$ cat config.mk
export PLATFORM = sky130hd
export DESIGN_NAME = bracket_pair_matcher_flat
export DESIGN_NICKNAME = d
export VERILOG_FILES = /design/src/hdl/bpm_pkg.sv /design/src/hdl/bpm_req_if.sv /design/src/hdl/bpm_rsp_if.sv /design/src/hdl/bpm_stack_mem.sv /design/src/hdl/bpm_ctrl.sv /design/src/hdl/bpm_resp.sv /design/src/hdl/bracket_pair_matcher.sv /design/src/flat_wrapper.sv
export SDC_FILE = /design/constraint.sdc
export NUM_CORES = 2
export LEC_CHECK = 0
export BUFFER_PORTS_ARGS = -buffer_cell sky130_fd_sc_hd__buf_2
export CAP_MARGIN = 20
export CORE_UTILIZATION = 50
export DETAILED_ROUTE_END_ITERATION = 16
export GPL_TIMING_DRIVEN = 0
export HOLD_SLACK_MARGIN = 0.06
export PLACE_DENSITY = 0.65
export SYNTH_ARGS = -nofsm -noshare
export SYNTH_HDL_FRONTEND = slang
export SYNTH_SLANG_ARGS = --single-unit
$ cat constraint.sdc
create_clock -name clk -period 7.5 [get_ports clk]
set_input_delay 0.75 -clock clk [delete_from_list [all_inputs] [get_ports clk]]
set_output_delay 0.75 -clock clk [all_outputs]
set_load 0.005 [all_outputs]
$ cat src/hdl/bpm_pkg.sv
// ----------------------------------------------------------------------------
// bpm_pkg
// Shared types and codes for the bracket pair matcher.
// ----------------------------------------------------------------------------
`default_nettype none

package bpm_pkg;

    localparam int FIELD_BITS = 16;
    localparam int LEFT_BITS  = 7;

    typedef enum logic [1:0] {
        REQ_OPEN  = 2'd0,
        REQ_CLOSE = 2'd1,
        REQ_END   = 2'd2
    } req_type_t;

    typedef enum logic [1:0] {
        ERR_NONE      = 2'd0,
        ERR_NO_OPENER = 2'd1,
        ERR_UNCLOSED  = 2'd2,
        ERR_OVERFLOW  = 2'd3
    } err_code_t;

    localparam logic KIND_PAIR = 1'b0;
    localparam logic KIND_END  = 1'b1;

    // Result under way between the control stage and the response stage
    typedef struct packed {
        logic                   valid;
        logic                   use_mem;
        logic                   kind;
        err_code_t              err;
        logic [FIELD_BITS-1:0]  slot;
        logic [FIELD_BITS-1:0]  open_pos;
        logic [FIELD_BITS-1:0]  close_pos;
        logic [LEFT_BITS-1:0]   open_left;
    } bpm_stage_t;

endpackage

`default_nettype wire

$ cat src/hdl/bpm_req_if.sv
// ----------------------------------------------------------------------------
// bpm_req_if
// Token event channel: request type and character position.
// ----------------------------------------------------------------------------
`default_nettype none

interface bpm_req_if;
    logic        valid;
    logic        ready;
    logic [1:0]  req_type;
    logic [15:0] position;

    modport source (output valid, output req_type, output position, input ready);
    modport sink   (input valid, input req_type, input position, output ready);
endinterface

`default_nettype wire

$ cat src/hdl/bpm_rsp_if.sv
// ----------------------------------------------------------------------------
// bpm_rsp_if
// Result channel: matched pairs, closer errors, overflow and end status.
// ----------------------------------------------------------------------------
`default_nettype none

interface bpm_rsp_if;
    logic        valid;
    logic        ready;
    logic        result_kind;
    logic [15:0] slot;
    logic [15:0] open_pos;
    logic [15:0] close_pos;
    logic [1:0]  error_code;
    logic [6:0]  open_left;

    modport source (output valid, output result_kind, output slot, output open_pos,
                    output close_pos, output error_code, output open_left,
                    input ready);
    modport sink   (input valid, input result_kind, input slot, input open_pos,
                    input close_pos, input error_code, input open_left,
                    output ready);
endinterface

`default_nettype wire

$ cat src/hdl/bpm_stack_mem.sv
// ----------------------------------------------------------------------------
// bpm_stack_mem
// Stack storage: one write port, one read port, registered read data.
// ----------------------------------------------------------------------------
`default_nettype none

module bpm_stack_mem #(
    parameter int DEPTH = 64,
    parameter int WIDTH = 32
) (
    input  wire logic                     clk,
    input  wire logic                     we,
    input  wire logic [$clog2(DEPTH)-1:0] waddr,
    input  wire logic [WIDTH-1:0]         wdata,
    input  wire logic                     re,
    input  wire logic [$clog2(DEPTH)-1:0] raddr,
    output logic      [WIDTH-1:0]         rdata
);

    logic [WIDTH-1:0] mem [DEPTH];
    logic [WIDTH-1:0] rdata_reg;

    always_ff @(posedge clk)
    begin
        if (we)
        begin
            mem[waddr] <= wdata;
        end
        if (re)
        begin
            rdata_reg <= mem[raddr];
        end
    end

    assign rdata = rdata_reg;

endmodule

`default_nettype wire

$ cat src/hdl/bpm_ctrl.sv
// ----------------------------------------------------------------------------
// bpm_ctrl
// Stack pointer, slot counter and overflow flag; issues pushes and pops.
// ----------------------------------------------------------------------------
`default_nettype none

module bpm_ctrl #(
    parameter int STACK_DEPTH = 64,
    parameter int PW          = 16,
    parameter int AW          = 6,
    parameter int SPW         = 7
) (
    input  wire logic               clk,
    input  wire logic               rst_n,
    bpm_req_if.sink                 req,
    input  wire logic               stage_ready,
    output bpm_pkg::bpm_stage_t     stage_in,
    output logic                    mem_we,
    output logic [AW-1:0]           mem_waddr,
    output logic [bpm_pkg::FIELD_BITS+PW-1:0] mem_wdata,
    output logic                    mem_re,
    output logic [AW-1:0]           mem_raddr
);

    logic [SPW-1:0]                 sp_reg, sp_next;
    logic [bpm_pkg::FIELD_BITS-1:0] slot_reg, slot_next;
    logic                           ovf_reg, ovf_next;

    logic                           fire;
    logic [PW-1:0]                  pos_kept;
    logic [bpm_pkg::FIELD_BITS-1:0] pos16;
    logic [SPW-1:0]                 sp_dec;
    logic [31:0]                    sp_wide;
    logic [bpm_pkg::LEFT_BITS-1:0]  left_sat;
    logic                           stack_full;

    assign req.ready  = stage_ready;
    assign fire       = req.valid & stage_ready;
    assign pos_kept   = req.position[PW-1:0];
    assign pos16      = bpm_pkg::FIELD_BITS'(pos_kept);
    assign sp_dec     = sp_reg - SPW'(1);
    assign sp_wide    = 32'(sp_reg);
    assign left_sat   = (sp_wide > 32'd127) ? 7'd127 : sp_wide[6:0];
    assign stack_full = (sp_reg == SPW'(STACK_DEPTH));

    assign mem_waddr  = sp_reg[AW-1:0];
    assign mem_wdata  = {slot_reg, pos_kept};
    assign mem_raddr  = sp_dec[AW-1:0];

    always_comb
    begin
        sp_next   = sp_reg;
        slot_next = slot_reg;
        ovf_next  = ovf_reg;
        mem_we    = 1'b0;
        mem_re    = 1'b0;
        stage_in           = '0;
        stage_in.kind      = bpm_pkg::KIND_PAIR;
        stage_in.err       = bpm_pkg::ERR_NONE;
        stage_in.close_pos = pos16;
        if (fire)
        begin
            unique case (req.req_type)
                bpm_pkg::REQ_OPEN:
                begin
                    if (stack_full)
                    begin
                        // drop the opener, report it and remember the loss
                        ovf_next           = 1'b1;
                        stage_in.valid     = 1'b1;
                        stage_in.err       = bpm_pkg::ERR_OVERFLOW;
                        stage_in.open_pos  = pos16;
                        stage_in.close_pos = '0;
                    end
                    else
                    begin
                        mem_we    = 1'b1;
                        sp_next   = sp_reg + SPW'(1);
                        slot_next = slot_reg + 16'd1;
                    end
                end
                bpm_pkg::REQ_CLOSE:
                begin
                    stage_in.valid = 1'b1;
                    if (sp_reg == '0)
                    begin
                        stage_in.err = bpm_pkg::ERR_NO_OPENER;
                    end
                    else
                    begin
                        // slot and open position come from the read data next cycle
                        mem_re           = 1'b1;
                        stage_in.use_mem = 1'b1;
                        sp_next          = sp_dec;
                    end
                end
                bpm_pkg::REQ_END:
                begin
                    stage_in.valid     = 1'b1;
                    stage_in.kind      = bpm_pkg::KIND_END;
                    stage_in.slot      = slot_reg;
                    stage_in.open_left = left_sat;
                    if (sp_reg != '0)
                    begin
                        stage_in.err = bpm_pkg::ERR_UNCLOSED;
                    end
                    else if (ovf_reg)
                    begin
                        stage_in.err = bpm_pkg::ERR_OVERFLOW;
                    end
                    sp_next   = '0;
                    slot_next = '0;
                    ovf_next  = 1'b0;
                end
                default:
                begin
                    // unknown request: drop it
                end
            endcase
        end
    end

    always_ff @(posedge clk or negedge rst_n)
    begin
        if (!rst_n)
        begin
            sp_reg   <= '0;
            slot_reg <= '0;
            ovf_reg  <= 1'b0;
        end
        else
        begin
            sp_reg   <= sp_next;
            slot_reg <= slot_next;
            ovf_reg  <= ovf_next;
        end
    end

`ifndef SYNTHESIS
    a_sp_bound: assert property (@(posedge clk) disable iff (!rst_n)
        sp_reg <= SPW'(STACK_DEPTH))
        else $error("stack pointer beyond stack depth");

    a_end_clears: assert property (@(posedge clk) disable iff (!rst_n)
        fire && req.req_type == bpm_pkg::REQ_END |=> sp_reg == '0 && slot_reg == '0 && !ovf_reg)
        else $error("end mark did not clear the state");

    a_push_grows: assert property (@(posedge clk) disable iff (!rst_n)
        fire && req.req_type == bpm_pkg::REQ_OPEN && !stack_full
        |=> sp_reg == $past(sp_reg) + SPW'(1) && slot_reg == $past(slot_reg) + 16'd1)
        else $error("push did not advance pointer and slot");

    a_pop_no_write: assert property (@(posedge clk) disable iff (!rst_n)
        !(mem_we && mem_re))
        else $error("push and pop issued together");
`endif

endmodule

`default_nettype wire

$ cat src/hdl/bpm_resp.sv
// ----------------------------------------------------------------------------
// bpm_resp
// Read-data stage and output register; merges popped entries into results.
// ----------------------------------------------------------------------------
`default_nettype none

module bpm_resp #(
    parameter int PW = 16
) (
    input  wire logic                                clk,
    input  wire logic                                rst_n,
    input  wire bpm_pkg::bpm_stage_t                 stage_in,
    output logic                                     stage_ready,
    input  wire logic [bpm_pkg::FIELD_BITS+PW-1:0]   mem_rdata,
    bpm_rsp_if.source                                rsp
);

    bpm_pkg::bpm_stage_t            s1_reg, s1_next;
    logic                           out_valid_reg, out_valid_next;
    logic                           kind_reg;
    logic [bpm_pkg::FIELD_BITS-1:0] slot_reg, open_reg, close_reg;
    logic [1:0]                     err_reg;
    logic [bpm_pkg::LEFT_BITS-1:0]  left_reg;

    logic                           out_free;
    logic                           move;
    logic [bpm_pkg::FIELD_BITS-1:0] slot_sel, open_sel;

    assign out_free    = !out_valid_reg || rsp.ready;
    assign stage_ready = !s1_reg.valid || out_free;
    assign move        = s1_reg.valid && out_free;

    assign slot_sel = s1_reg.use_mem ? mem_rdata[PW +: bpm_pkg::FIELD_BITS] : s1_reg.slot;
    assign open_sel = s1_reg.use_mem ? bpm_pkg::FIELD_BITS'(mem_rdata[PW-1:0])
                                     : s1_reg.open_pos;

    always_comb
    begin
        s1_next        = s1_reg;
        out_valid_next = out_valid_reg;
        if (stage_ready)
        begin
            s1_next = stage_in;
        end
        if (out_free)
        begin
            out_valid_next = move;
        end
    end

    always_ff @(posedge clk or negedge rst_n)
    begin
        if (!rst_n)
        begin
            s1_reg        <= '0;
            out_valid_reg <= 1'b0;
        end
        else
        begin
            s1_reg        <= s1_next;
            out_valid_reg <= out_valid_next;
        end
    end

    // payload: load on advance, hold while the sink stalls
    always_ff @(posedge clk)
    begin
        if (move)
        begin
            kind_reg  <= s1_reg.kind;
            slot_reg  <= slot_sel;
            open_reg  <= open_sel;
            close_reg <= s1_reg.close_pos;
            err_reg   <= s1_reg.err;
            left_reg  <= s1_reg.open_left;
        end
    end

    assign rsp.valid       = out_valid_reg;
    assign rsp.result_kind = kind_reg;
    assign rsp.slot        = slot_reg;
    assign rsp.open_pos    = open_reg;
    assign rsp.close_pos   = close_reg;
    assign rsp.error_code  = err_reg;
    assign rsp.open_left   = left_reg;

`ifndef SYNTHESIS
    a_mem_pair_only: assert property (@(posedge clk) disable iff (!rst_n)
        s1_reg.valid && s1_reg.use_mem |-> s1_reg.kind == bpm_pkg::KIND_PAIR
            && s1_reg.err == bpm_pkg::ERR_NONE)
        else $error("popped entry attached to a non-pair result");

    a_stall_holds_stage: assert property (@(posedge clk) disable iff (!rst_n)
        s1_reg.valid && !out_free |=> s1_reg.valid && $stable(s1_reg))
        else $error("pending stage lost while output stalled");

    a_move_fills_out: assert property (@(posedge clk) disable iff (!rst_n)
        move |=> out_valid_reg)
        else $error("advanced result did not reach the output");
`endif

endmodule

`default_nettype wire

$ cat src/hdl/bracket_pair_matcher.sv
// ----------------------------------------------------------------------------
// bracket_pair_matcher
// Pairs group openers with closers in text order on a memory-based stack.
// ----------------------------------------------------------------------------
// Usage:
//   req carries token events (opener, closer, end of text) with a position.
//   rsp carries one transaction per closer, per dropped opener and per end
//   mark: matched pair, closer without opener, overflow, or end status.
//   Accepted openers produce no transaction; unknown request types are dropped.
//   Path: a taken request is registered in the read-data stage along with
//   the stack memory read, then moves into the output register.
//   Throughput: one request per cycle while req.ready is high, set by the
//   stack pointer update and one memory port per direction.
//   Stall: req.ready falls only when both the read-data stage and the output
//   register hold results and rsp.ready is low; the output holds steady.
//   Reset: pointer, slot counter and overflow flag clear at once; the stack
//   memory needs no clearing, as only entries below the pointer are read.
//   An end mark clears the same state, ready for the next text.
// ----------------------------------------------------------------------------
`default_nettype none

module bracket_pair_matcher #(
    parameter int STACK_DEPTH = 64,
    parameter int POS_BITS    = 16
) (
    input  wire logic  clk,
    input  wire logic  rst_n,
    bpm_req_if.sink    req,
    bpm_rsp_if.source  rsp
);

    localparam int PW  = (POS_BITS < bpm_pkg::FIELD_BITS) ? POS_BITS : bpm_pkg::FIELD_BITS;
    localparam int AW  = $clog2(STACK_DEPTH);
    localparam int SPW = $clog2(STACK_DEPTH + 1);
    localparam int MW  = bpm_pkg::FIELD_BITS + PW;

    bpm_pkg::bpm_stage_t stage_in;
    logic                stage_ready;
    logic                mem_we;
    logic [AW-1:0]       mem_waddr;
    logic [MW-1:0]       mem_wdata;
    logic                mem_re;
    logic [AW-1:0]       mem_raddr;
    logic [MW-1:0]       mem_rdata;

    bpm_ctrl #(
        .STACK_DEPTH (STACK_DEPTH),
        .PW          (PW),
        .AW          (AW),
        .SPW         (SPW)
    ) u_ctrl (
        .clk         (clk),
        .rst_n       (rst_n),
        .req         (req),
        .stage_ready (stage_ready),
        .stage_in    (stage_in),
        .mem_we      (mem_we),
        .mem_waddr   (mem_waddr),
        .mem_wdata   (mem_wdata),
        .mem_re      (mem_re),
        .mem_raddr   (mem_raddr)
    );

    bpm_stack_mem #(
        .DEPTH (STACK_DEPTH),
        .WIDTH (MW)
    ) u_mem (
        .clk   (clk),
        .we    (mem_we),
        .waddr (mem_waddr),
        .wdata (mem_wdata),
        .re    (mem_re),
        .raddr (mem_raddr),
        .rdata (mem_rdata)
    );

    bpm_resp #(
        .PW (PW)
    ) u_resp (
        .clk         (clk),
        .rst_n       (rst_n),
        .stage_in    (stage_in),
        .stage_ready (stage_ready),
        .mem_rdata   (mem_rdata),
        .rsp         (rsp)
    );

endmodule

`default_nettype wire

$ cat src/flat_wrapper.sv
// flat-port wrapper written by rule: the top's interface ports become plain ports
module bracket_pair_matcher_flat 
#(
    parameter int STACK_DEPTH = 64,
    parameter int POS_BITS    = 16
)
  (clk, rst_n, req_valid, req_req_type, req_position, req_ready, rsp_valid, rsp_result_kind, rsp_slot, rsp_open_pos, rsp_close_pos, rsp_error_code, rsp_open_left, rsp_ready);
  bpm_req_if req_i ();
  bpm_rsp_if rsp_i ();
  input  wire logic clk;
  input  wire logic rst_n;
  input wire logic [$bits(req_i.valid)-1:0] req_valid;
  input wire logic [$bits(req_i.req_type)-1:0] req_req_type;
  input wire logic [$bits(req_i.position)-1:0] req_position;
  output wire logic [$bits(req_i.ready)-1:0] req_ready;
  output wire logic [$bits(rsp_i.valid)-1:0] rsp_valid;
  output wire logic [$bits(rsp_i.result_kind)-1:0] rsp_result_kind;
  output wire logic [$bits(rsp_i.slot)-1:0] rsp_slot;
  output wire logic [$bits(rsp_i.open_pos)-1:0] rsp_open_pos;
  output wire logic [$bits(rsp_i.close_pos)-1:0] rsp_close_pos;
  output wire logic [$bits(rsp_i.error_code)-1:0] rsp_error_code;
  output wire logic [$bits(rsp_i.open_left)-1:0] rsp_open_left;
  input wire logic [$bits(rsp_i.ready)-1:0] rsp_ready;
  assign req_i.valid = req_valid;
  assign req_i.req_type = req_req_type;
  assign req_i.position = req_position;
  assign req_ready = req_i.ready;
  assign rsp_valid = rsp_i.valid;
  assign rsp_result_kind = rsp_i.result_kind;
  assign rsp_slot = rsp_i.slot;
  assign rsp_open_pos = rsp_i.open_pos;
  assign rsp_close_pos = rsp_i.close_pos;
  assign rsp_error_code = rsp_i.error_code;
  assign rsp_open_left = rsp_i.open_left;
  assign rsp_i.ready = rsp_ready;
  bracket_pair_matcher #(.STACK_DEPTH(STACK_DEPTH), .POS_BITS(POS_BITS)) u_core (.clk(clk), .rst_n(rst_n), .req(req_i), .rsp(rsp_i));
endmodule
### After elaboration in Yosys (flattened, before gate mapping)

Memories as Yosys holds them, arrays and structs flattened. A register that Yosys moved wholly into a read port is not among the register bits.
Cells that the tools add are included.

* memories kept: 1
* logic and storage cells: 75
* RAM bits: 2048
* input bits: 22
* register bits after elaboration: 143
* output and inout bits: 60

Memory list
* u_core.u_mem.mem: words 64, bits a word 32, read ports 1, clocked after Yosys merged registers in 1, write ports 1, line bpm_stack_mem.sv:20 `logic [WIDTH-1:0] mem [DEPTH];`

* $lt $le $gt $ge: 1
* multiplexer cells: 31
* reduce and logical (&&, ||, !) cells: 14
* equality and inequality tests: 6
* bitwise logic cells: 1
* add/sub/neg operators: 3

Operators with widths (count)
* two-way mux 16 bit: 4
* two-way mux 32 bit: 2
* two-way mux 60 bit: 1
* case mux 16 bit (2 select lines): 1
* two-way mux 7 bit: 4
* case mux 7 bit (3 select lines): 1
* adder 16 x 1 -> 16 bit, second input constant: 1
* two-way mux 1 bit: 12
* adder 7 x 1 -> 7 bit, second input constant: 1
* equality test 7 bit, second input constant: 1
* greater-than comparator 7 bit, second input constant: 1
* logical NOT 7 bit: 1
* nonzero test 7 bit: 1
* subtractor 7 x 1 -> 7 bit, second input constant: 1
* two-way mux 2 bit: 3
* != test 2 bit, second input constant: 3
* case mux 2 bit (3 select lines): 1
* AND reduction 3 bit: 2
* case mux 1 bit (2 select lines): 2
* AND reduction 4 bit: 1
* nonzero test 3 bit: 1
* equality test 2 x 1 -> 1 bit, second input constant: 1
* equality test 2 bit, second input constant: 1
* logical NOT 1 bit: 2
* 6 further kinds: 7

### Logic depth before layout (Yosys ltp)

* depth after elaboration: 7
* mapped depth: 15
* gate-level depth less buffers: 7

### By module

A second synthesis with hierarchy kept.

* cells, all modules: 3839
* area, all modules: 85540.8 um^2

Modules (own cells, without submodules)
* bpm_stack_mem: cells an instance 3324, area each 78835.6 um^2, instances 1
* bpm_resp: cells an instance 225, area each 4418.0 um^2, instances 1
* bpm_ctrl: cells an instance 290, area each 2287.2 um^2, instances 1

### Least setup slack after synthesis

OpenSTA, ideal clock, no wires.

* path type: register to register
* start: register u_core.u_ctrl.sp_reg[0]
* end: memory u_core.u_mem.mem[24][0] (enable)
* clock period less this slack: 4.095 ns
* arrival: 3.674 ns
* stages on the path, launching flop included: 12
* library setup time: 0.421 ns
* setup slack: 3.405 ns
* cell sequence: dfrtp_1 > buf_2 > buf_2 > buf_4 > buf_1 > inv_1 > ha_1 > and3_1 > clkbuf_1 > nor3_1 > nand3_1 > nor2_1

* word-level cells in the longest chain between the ends: 6

RTL lines
* from (decl): line bpm_ctrl.sv:25 `logic [SPW-1:0] sp_reg, sp_next;`
* from (signal assigned): line bpm_ctrl.sv:133 `sp_reg <= sp_next;`
* equality test 7 bit: line bpm_ctrl.sv:44 `assign stack_full = (sp_reg == SPW'(STACK_DEPTH));`
* two-way mux 1 bit: line bpm_ctrl.sv:66 `if (stack_full)`
* two-way mux 1 bit: line bpm_ctrl.sv:63 `unique case (req.req_type)`
* two-way mux 1 bit: line bpm_ctrl.sv:61 `if (fire)`
* two-way mux 1 bit: line bpm_stack_mem.sv:25 `if (we)`
* two-way mux 1 bit (implied by the code): line bpm_stack_mem.sv:27 `mem[waddr] <= wdata;`
* to (decl): line bpm_stack_mem.sv:20

Several ways; a longest one is shown, not always the timed one.

### Worst setup path in the final report

* start: register u_core.u_ctrl.sp_reg[0]
* end: register u_core.u_mem.rdata_reg[20], in the netlist u_core.u_mem.rdata[20], read port of u_core.u_mem.mem, data pin

* word-level cells in the longest chain between the ends: 4

RTL lines
* branches (longest 4 deep; another with subtractor 7 x 1 -> 7 bit)
* to (decl): line bpm_stack_mem.sv:21 `logic [WIDTH-1:0] rdata_reg;`

Parallel ways; which one is timed is not known.
A chain may end at the register's enable or synchronous reset.

==> results.cfg <==
[timing]
max_freq_mhz = 152
fin_crit_ps = 6590
hold_violations = 0
final-max-slew-violation-count = 0
slew_headroom_pct = 17.3
setup_violations = 0
worstMarginPinSlew_ps = 1230
fin_setup_tns_ps = 0
finalClockSkew_ps = 48.9
rsz0062_at_grt = false
fin_crit_sh_pct = 87.9

[global_route]
grt.total_usage_pct = 28.1
overflow = 0
grt_pass1_vias = 43100
grt_pass1_wl_um = 336000
antenna_found_initial = 11
grt_max_degree = 69

[clocking]
cts_buffers = 214
htreeDepth = 4
cts_tree = done
clkLatencyLatePin_ps = 860
cts_sinks = 2223
postCtsSetupBuffers = 0
ctsHoldBuffers = 1
path_clk_slew_ps = 70
cts_max_path_buffers = 3
root_buffer = clkbuf_16
cts_resized = 0

[floorplan]
coreArea_sq_mm = 0.170
start_util_pct = 50.5
die-width_um = 416
dieArea_sq_mm = 0.173
rows = 151
die_h_um = 416
ios = 82

[final_layout]
syn2layout_area_growth_pct = 14.7
layout_common_cells = edfxtp_1 (2,138), mux4_2 (536), clkbuf_16 (218)
final_common_cell = edfxtp_1
final_nets = 4399
drive_gt1_share_pct = 27.5
fin_area_sq_mm = 0.0985
largest_reg_flops = 2048
nFillCells = 12200

[placed_design]
place_area_sq_mm = 0.0915
dpl.hpwl_um = 163000
gp_congestion = 0.945
io_buffers = 81

[synthesis]
synthCells = 3971
yosysSeqAreaShare_pct = 77.3
async_reset_ff_share_pct = 3.82
synth_seq_cells = 2223
syn-num-nets = 4001
synth_warnings = 0
yosysUniqueCellTypes = 61
synth_area_sq_mm = 0.0858
avgSynthCellArea_sq_um = 21.6
synth_edf_count = 2138
yosys_most_used_dff = edfxtp_1

[critical_path]
ff2ff_path_depth = 14
path_depth = 14
path_buf_inv = 8
startpoint_type = flip-flop
cp_data_required_time_ps = 8180
max_stage_delay_ps = 910
worst_path_max_delay_cell = clkbuf_1
crit_chain = buf_2, buf_2, buf_4, buf_1, inv_1, ha_1, buf_2, clkbuf_1, clkbuf_1, mux4_2, a21oi_1, o22ai_1, nand4_1, a2bb2oi_1
path_max_fanout = 10
critPathArrivalTime_ps = 7270
worstSetupEndpointType = flip-flop
cpMostUsedCell = buf_2
crit_type = flip-flop to flip-flop
critPathTopFamily = buffers and inverters

[pwr]
switchingPower_uw = 14400
power_density_mw_per_mm2 = 401
comb_power_share_pct = 37.2
p_leak_uw = 0.0325
p_int_uw = 25000
ir_worst_vdd_mv = 0.265
seq_power_share_pct = 35.8
swShare_pct = 36.6
power_frac_clock_pct = 27.0

[detailed_routing]
remaining_drc_errors = 0
ant_nets = 0
num_vias = 44600
detail_route.first_pass.iterations = 5
drtIter0Drc = 6801
routedWlPerCell_um = 35.7
drt_wl_total_um = 242000
avgViaCountPerCell = 6.58

[worst_hold_path]
min_path_cells = 3
hold_path.class = input port to flip-flop

[job]
cap_violations = 0

[status]
status = finished, final reports clean
-- metal layers --
metal | routed length, um | vias to the layer above | part of all wire [%] | GRT usage (%)
met1 | 93200 | 23800 | 39 | 40.3
met2 | 110000 | 2833 | 45 | 41.8
met4 | 8520 | 6 | 3.5 | 9.06
li1 | - | 17600 | - | -
met3 | 29900 | 405 | 12 | 8.09
met5 | 38 | - | 0.016 | 0
-- logic make-up after synthesis --
logic type | synth area share [%]
DFF | 77.3
adders and majority gates | 0.117
muxes | 15.5
AOI/OAI and AO/OA | 3.05
xor gates and xnor gates | 0.131
buffers and inverters | 1.65
and+or+nand+nor | 2.29
-- power by group through the flow --
stage / logic (uW) / registers, uW / clock network, uW
detailed placement: 14300 / 14400 / 0
CTS: 14300 / 14100 / 10700
global placement: 13800 / 14600 / 0
finish: 14700 / 14200 / 10600
global route: 15000 / 14200 / 11200
floorplan: 8070 / 14400 / 0
-- synthesized netlist by cell type, types with 35 or more instances --
master	number	area (sq um)
edfxtp_1	2138	64200
mux4_2	536	12100
a22o_1	40	350
nor2_1	85	319
a21oi_1	62	310
o211ai_1	52	390
nand2_1	55	206
clkbuf_1	128	480
o21ai_0	41	205
inv_1	58	218
nand3_1	88	440
dfrtp_1	85	2130
a211oi_1	51	383
mux2_2	35	394
nor3_1	52	260
mux2i_1	83	831
o22ai_1	54	338
buf_2	67	335
-- worst reg2reg max path: cells and delay by family (launching register included) --
| kind | cells | cell delay [ps] |
|---|---|---|
| adder cells (fa/ha/maj) | 1 | 340 |
| AND/OR/NAND/NOR | 1 | 620 |
| flip-flops | 1 | 360 |
| buffers and inverters | 8 | 3610 |
| multiplexers | 1 | 400 |
| AO/OA/AOI/OAI | 3 | 1090 |
-- stage by stage --
step / setup slack, ps / power [uW] / util, % / hold WS (ps) / instances
floorplan: 3400 / 22500 / - / 425 / 3971
global placement: 232 / 28400 / 52.4 / 431 / 6270
detailed placement: 1040 / 28700 / 53.9 / 433 / 6366
CTS: 1030 / 39200 / 57.9 / 158 / 6761
global route: 908 / 40300 / 58.0 / 227 / 6765
finish: 909 / 39500 / 58.0 / 197 / 6769
-- layout make-up --
type / count / area [sq um] / area share (%)
antenna: 4 / 10.0 / 0.0102
buffer: 252 / 1200 / 1.21
clock buffer: 272 / 5700 / 5.79
clock inverter: 122 / 1170 / 1.19
inverter: 59 / 223 / 0.226
multi-input combinational: 1437 / 18600 / 18.9
sequential: 2223 / 66400 / 67.4
tap: 2218 / 2780 / 2.82
timing repair buffer: 182 / 2460 / 2.49
-- worst paths after layout --
kind | to | start | slack, ps
setup / recovery | u_core.u_mem.rdata[20] | u_core.u_ctrl.sp_reg[0] | 910
hold / removal | u_core.u_resp.rsp.valid | rsp_ready | 200
setup reg to reg | u_core.u_mem.rdata[20] | u_core.u_ctrl.sp_reg[0] | 910
hold reg to reg | u_core.u_resp.rsp.close_pos[14] | u_core.u_resp.s1_reg[21] | 450
max in group asynchronous | u_core.u_ctrl.slot_reg[2] | rst_n | 6330
min in group asynchronous | u_core.u_resp.s1_reg[21] | rst_n | 490
Note: power is estimated with default switching activity, not from simulation.
